<file path="src/hdl/sws_ram.sv">
// ----------------------------------------------------------------------------
// sws_ram
// Simple dual port synchronous RAM, one write and one read port, registered
// read data (old data on a same-address read and write).
// ----------------------------------------------------------------------------
module sws_ram #(
   parameter int WIDTH = 8,
   parameter int DEPTH = 16
) (
   input  logic                     clock,
   input  logic                     we,
   input  logic [$clog2(DEPTH)-1:0] waddr,
   input  logic [WIDTH-1:0]         wdata,
   input  logic [$clog2(DEPTH)-1:0] raddr,
   output logic [WIDTH-1:0]         rdata
);

   logic [WIDTH-1:0] mem [DEPTH];
   logic [WIDTH-1:0] rdata_ff;

   always_ff @(posedge clock) begin
      if (we) begin
         mem[waddr] <= wdata;
      end
      rdata_ff <= mem[raddr];
   end

   assign rdata = rdata_ff;

endmodule

</file>
<file path="config.mk">
export PLATFORM = sky130hd
export DESIGN_NAME = sws_ram
export DESIGN_NICKNAME = d
export VERILOG_FILES = /design/src/hdl/sws_ram.sv
export SDC_FILE = /design/constraint.sdc
export NUM_CORES = 1
export LEC_CHECK = 0
export ABC_AREA = 1
export BUFFER_PORTS_ARGS = -buffer_cell sky130_fd_sc_hd__buf_2
export CAP_MARGIN = 20
export CELL_PAD_IN_SITES_DETAIL_PLACEMENT = 0
export CELL_PAD_IN_SITES_GLOBAL_PLACEMENT = 1
export CORE_ASPECT_RATIO = 0.8
export CORE_MARGIN = 4
export CORE_UTILIZATION = 25
export DETAILED_ROUTE_END_ITERATION = 16
export PLACE_DENSITY_LB_ADDON = 0.1
export SLEW_MARGIN = 10
export SYNTH_ARGS = -nofsm -noshare
export SYNTH_HDL_FRONTEND = slang
export SYNTH_SLANG_ARGS = --single-unit
</file>
<file path="constraint.sdc">
create_clock -name clock -period 1.2 [get_ports clock]
set_input_delay 0.12 -clock clock [delete_from_list [all_inputs] [get_ports clock]]
set_output_delay 0.12 -clock clock [all_outputs]
set_load 0.03 [all_outputs]
</file>
==> run metrics <==
status=completed; met3 routed WL=702 um; syn nets=569; CTS Buffer Depth=2; Routed Antenna Nets=0; clk slew on worst S/H paths=0.05 ns; final critical-path setup slack=0.1063 ns; All-Layer GR Usage=13.63%; synthesized area per cell=10.47 sq um; worst hold-check path type=input pin to flop; Skew-Pair Late Insertion Delay=0.41 ns; core area=22,560 sq um; final worst path period share=91.14%; drt total wl=16,460 um; grt ovf=0; Root Buffer=clkbuf_16; area delta synth->final=21.13%; Crit path arrival time=0.97 ns; sequential area share after synthesis=69.43%; worst path bufs/invs=1; max-slew violation count=0; synthesis-stage register bit count=136; CP max stage cell=dfxtp_2; post-DP HPWL=10,420 um; max_cap viols=0; # setup viols final=0; Crit path max-delay family=flip-flops; Peak VDD IR=0.8561 mV; DRC Markers=0; Crit. Startpoint=rdata[4]; Routed WL per cell=17.78 um; Final Hold Fails=0; DRT Pass-1 Iters=4; DP Worst Slack=-0.1748 ns; reg2reg start=mem[11][5]; Cell variety after synth=12; Synth Instances=551; initial core utilization=25.56%; vias in the first global route=3,713; Final min period=1.094 ns; Top Metal Used=met5; Max Freq=914.3 MHz; leakage power=2.978 nW; met2 WL=7039 um; Die Wd=177.8 um; Post-Layout Cell Count=926; slowest stage delay, CP=0.37 ns; detailed-route via count=3,789; Clk network pwr share=42.1%; Synth Cell Area=5767 sq um; FF-to-FF End=rdata[5]; crit end category=output port; dpl cells=894; critical path depth in cells=1; RSZ-0062 raised after global routing=false; CP cell instances=clkbuf_4; Num CTS Buffers=17; most common cell after layout, fill and taps aside=nand2_1; share of cells above drive strength 1=13.87%; internal power=8.195 mW; pin count of the biggest net entering global routing=33; Slew Limit Headroom=71.50%; most frequent cells in the layout=nand2_1 (173), edfxtp_1 (128), inv_1 (100); CP Launch Type=flop; Power, Total=10.65 mW; sw frac=23.01%; worst reg2reg path depth=6; FP Rows=49; Pwr per Cell Area=1524 nW/um^2; critical path data required time=1.08 ns; sequential power share=50.2%; Final Net Count=625; # hold bufs at CTS=0; Routability Congestion=0.7278; CP endpoint=rdata[4]; Die ar.=25,580 sq um; Comb pwr share=7.7%; met1 WL=8641 um; Sink Count=136; kind of critical path=flop to output port; Sw Pwr=2.450 mW; Slew @ Worst Pin=0.4274 ns; worst reg-to-reg setup slack=0.15 ns; yosys warns=0; initial antenna violation count=1; H-tree depth=4; Antenna diodes=0; IO Pins=26; die extent in y=143.8 um; first-pass GRT wire length=24,740 um; TritonCTS clock tree=done; Detailed Route Iter0 Violations=209; port buffer count=25; CP max FO=1; TNS Setup=0 ns; Worst Skew=0.009968 ns; vias per std cell=4.092
## flip-flops by register name, summed over array words and instances (netlist names)
| signal | count |
|---|---|
| rdata | 8 |
| mem | 128 |
## cell families (layout without fill, tap and decap cells)
group / Yosys count / after routing / synth area share [%]
AND/OR/NAND/NOR: 289 / 289 / 21.05
flip-flops: 136 / 136 / 69.43
buffers and inverters: 126 / 195 / 9.525
## metal layers
| metal | vias up | global-route usage [%] |
|---|---|---|
| met5 | - | 0 |
| met4 | 2 | 2.441 |
| met3 | 6 | 3.577 |
| met2 | 72 | 19.77 |
| met1 | 1822 | 20.66 |
| li1 | 1887 | - |
## worst register-to-register path: cells and delay by family (launching register included)
family | cells | cell delay, ns
simple gates | 5 | 0.51
buf+inv | 1 | 0.06
flops | 1 | 0.36
## power by group through the flow
stage                     clock network, mW  registers, mW  logic (mW)
after floorplan                           0           5.50       0.375
after global placement                    0           5.45       0.841
after detailed placement                  0           5.45       0.835
after CTS                              4.62           5.35       0.836
after global routing                   4.87           5.35       0.916
final                                  4.48           5.35       0.816
## worst min-delay path by stage
stage / slack (ns) / cells past startpoint / startpoint / to
2_1_floorplan: 0.22 / 0 / wdata[0] / mem[0][0]
3_3_place_gp: 0.55 / 3 / raddr[3] / rdata[6]
3_5_place_dp: 0.54 / 3 / raddr[3] / rdata[6]
4_1_cts: 0.10 / 3 / raddr[3] / rdata[6]
5_1_grt: 0.12 / 3 / raddr[3] / rdata[2]
6_report: 0.12 / 3 / raddr[3] / rdata[6]
## cells in the mapped netlist
cell	instances	area [sq um]
dfxtp_1	8	160.2
buf_6	6	67.56
buf_4	4	30.03
buf_2	13	65.06
inv_2	2	7.510
buf_1	1	3.750
nor2_1	17	63.81
inv_1	100	375.4
nand3b_1	2	15.01
nand2_1	173	649.4
nand3_1	97	485.5
edfxtp_1	128	3844
## timing repair
action                     in CTS  in global routing
setup endpoints to repair       0                  1
resized for setup               0                  2
setup buffers                   0                  0
## layout make-up
type | instances | area, sq um
clock inverter | 5 | 27.53
multi-input combinational | 289 | 1214
sequential | 136 | 4005
fill | 2393 | 15580
inverter | 102 | 382.9
timing repair buffer | 61 | 510.5
clock buffer | 27 | 462.9
tap | 306 | 382.9
## per-stage QoR
stage               cell area (sq um)  hold slack [ns]  util, %
floorplan                        5767           0.2189        -
global placement                 6491           0.5484    28.77
detailed placement               6491           0.5407    28.77
CTS                              6982           0.1009    30.95
global route                     6985           0.1183    30.96
finish                           6985           0.1229    30.96
No activity file was read; power rests on OpenSTA's default activity.
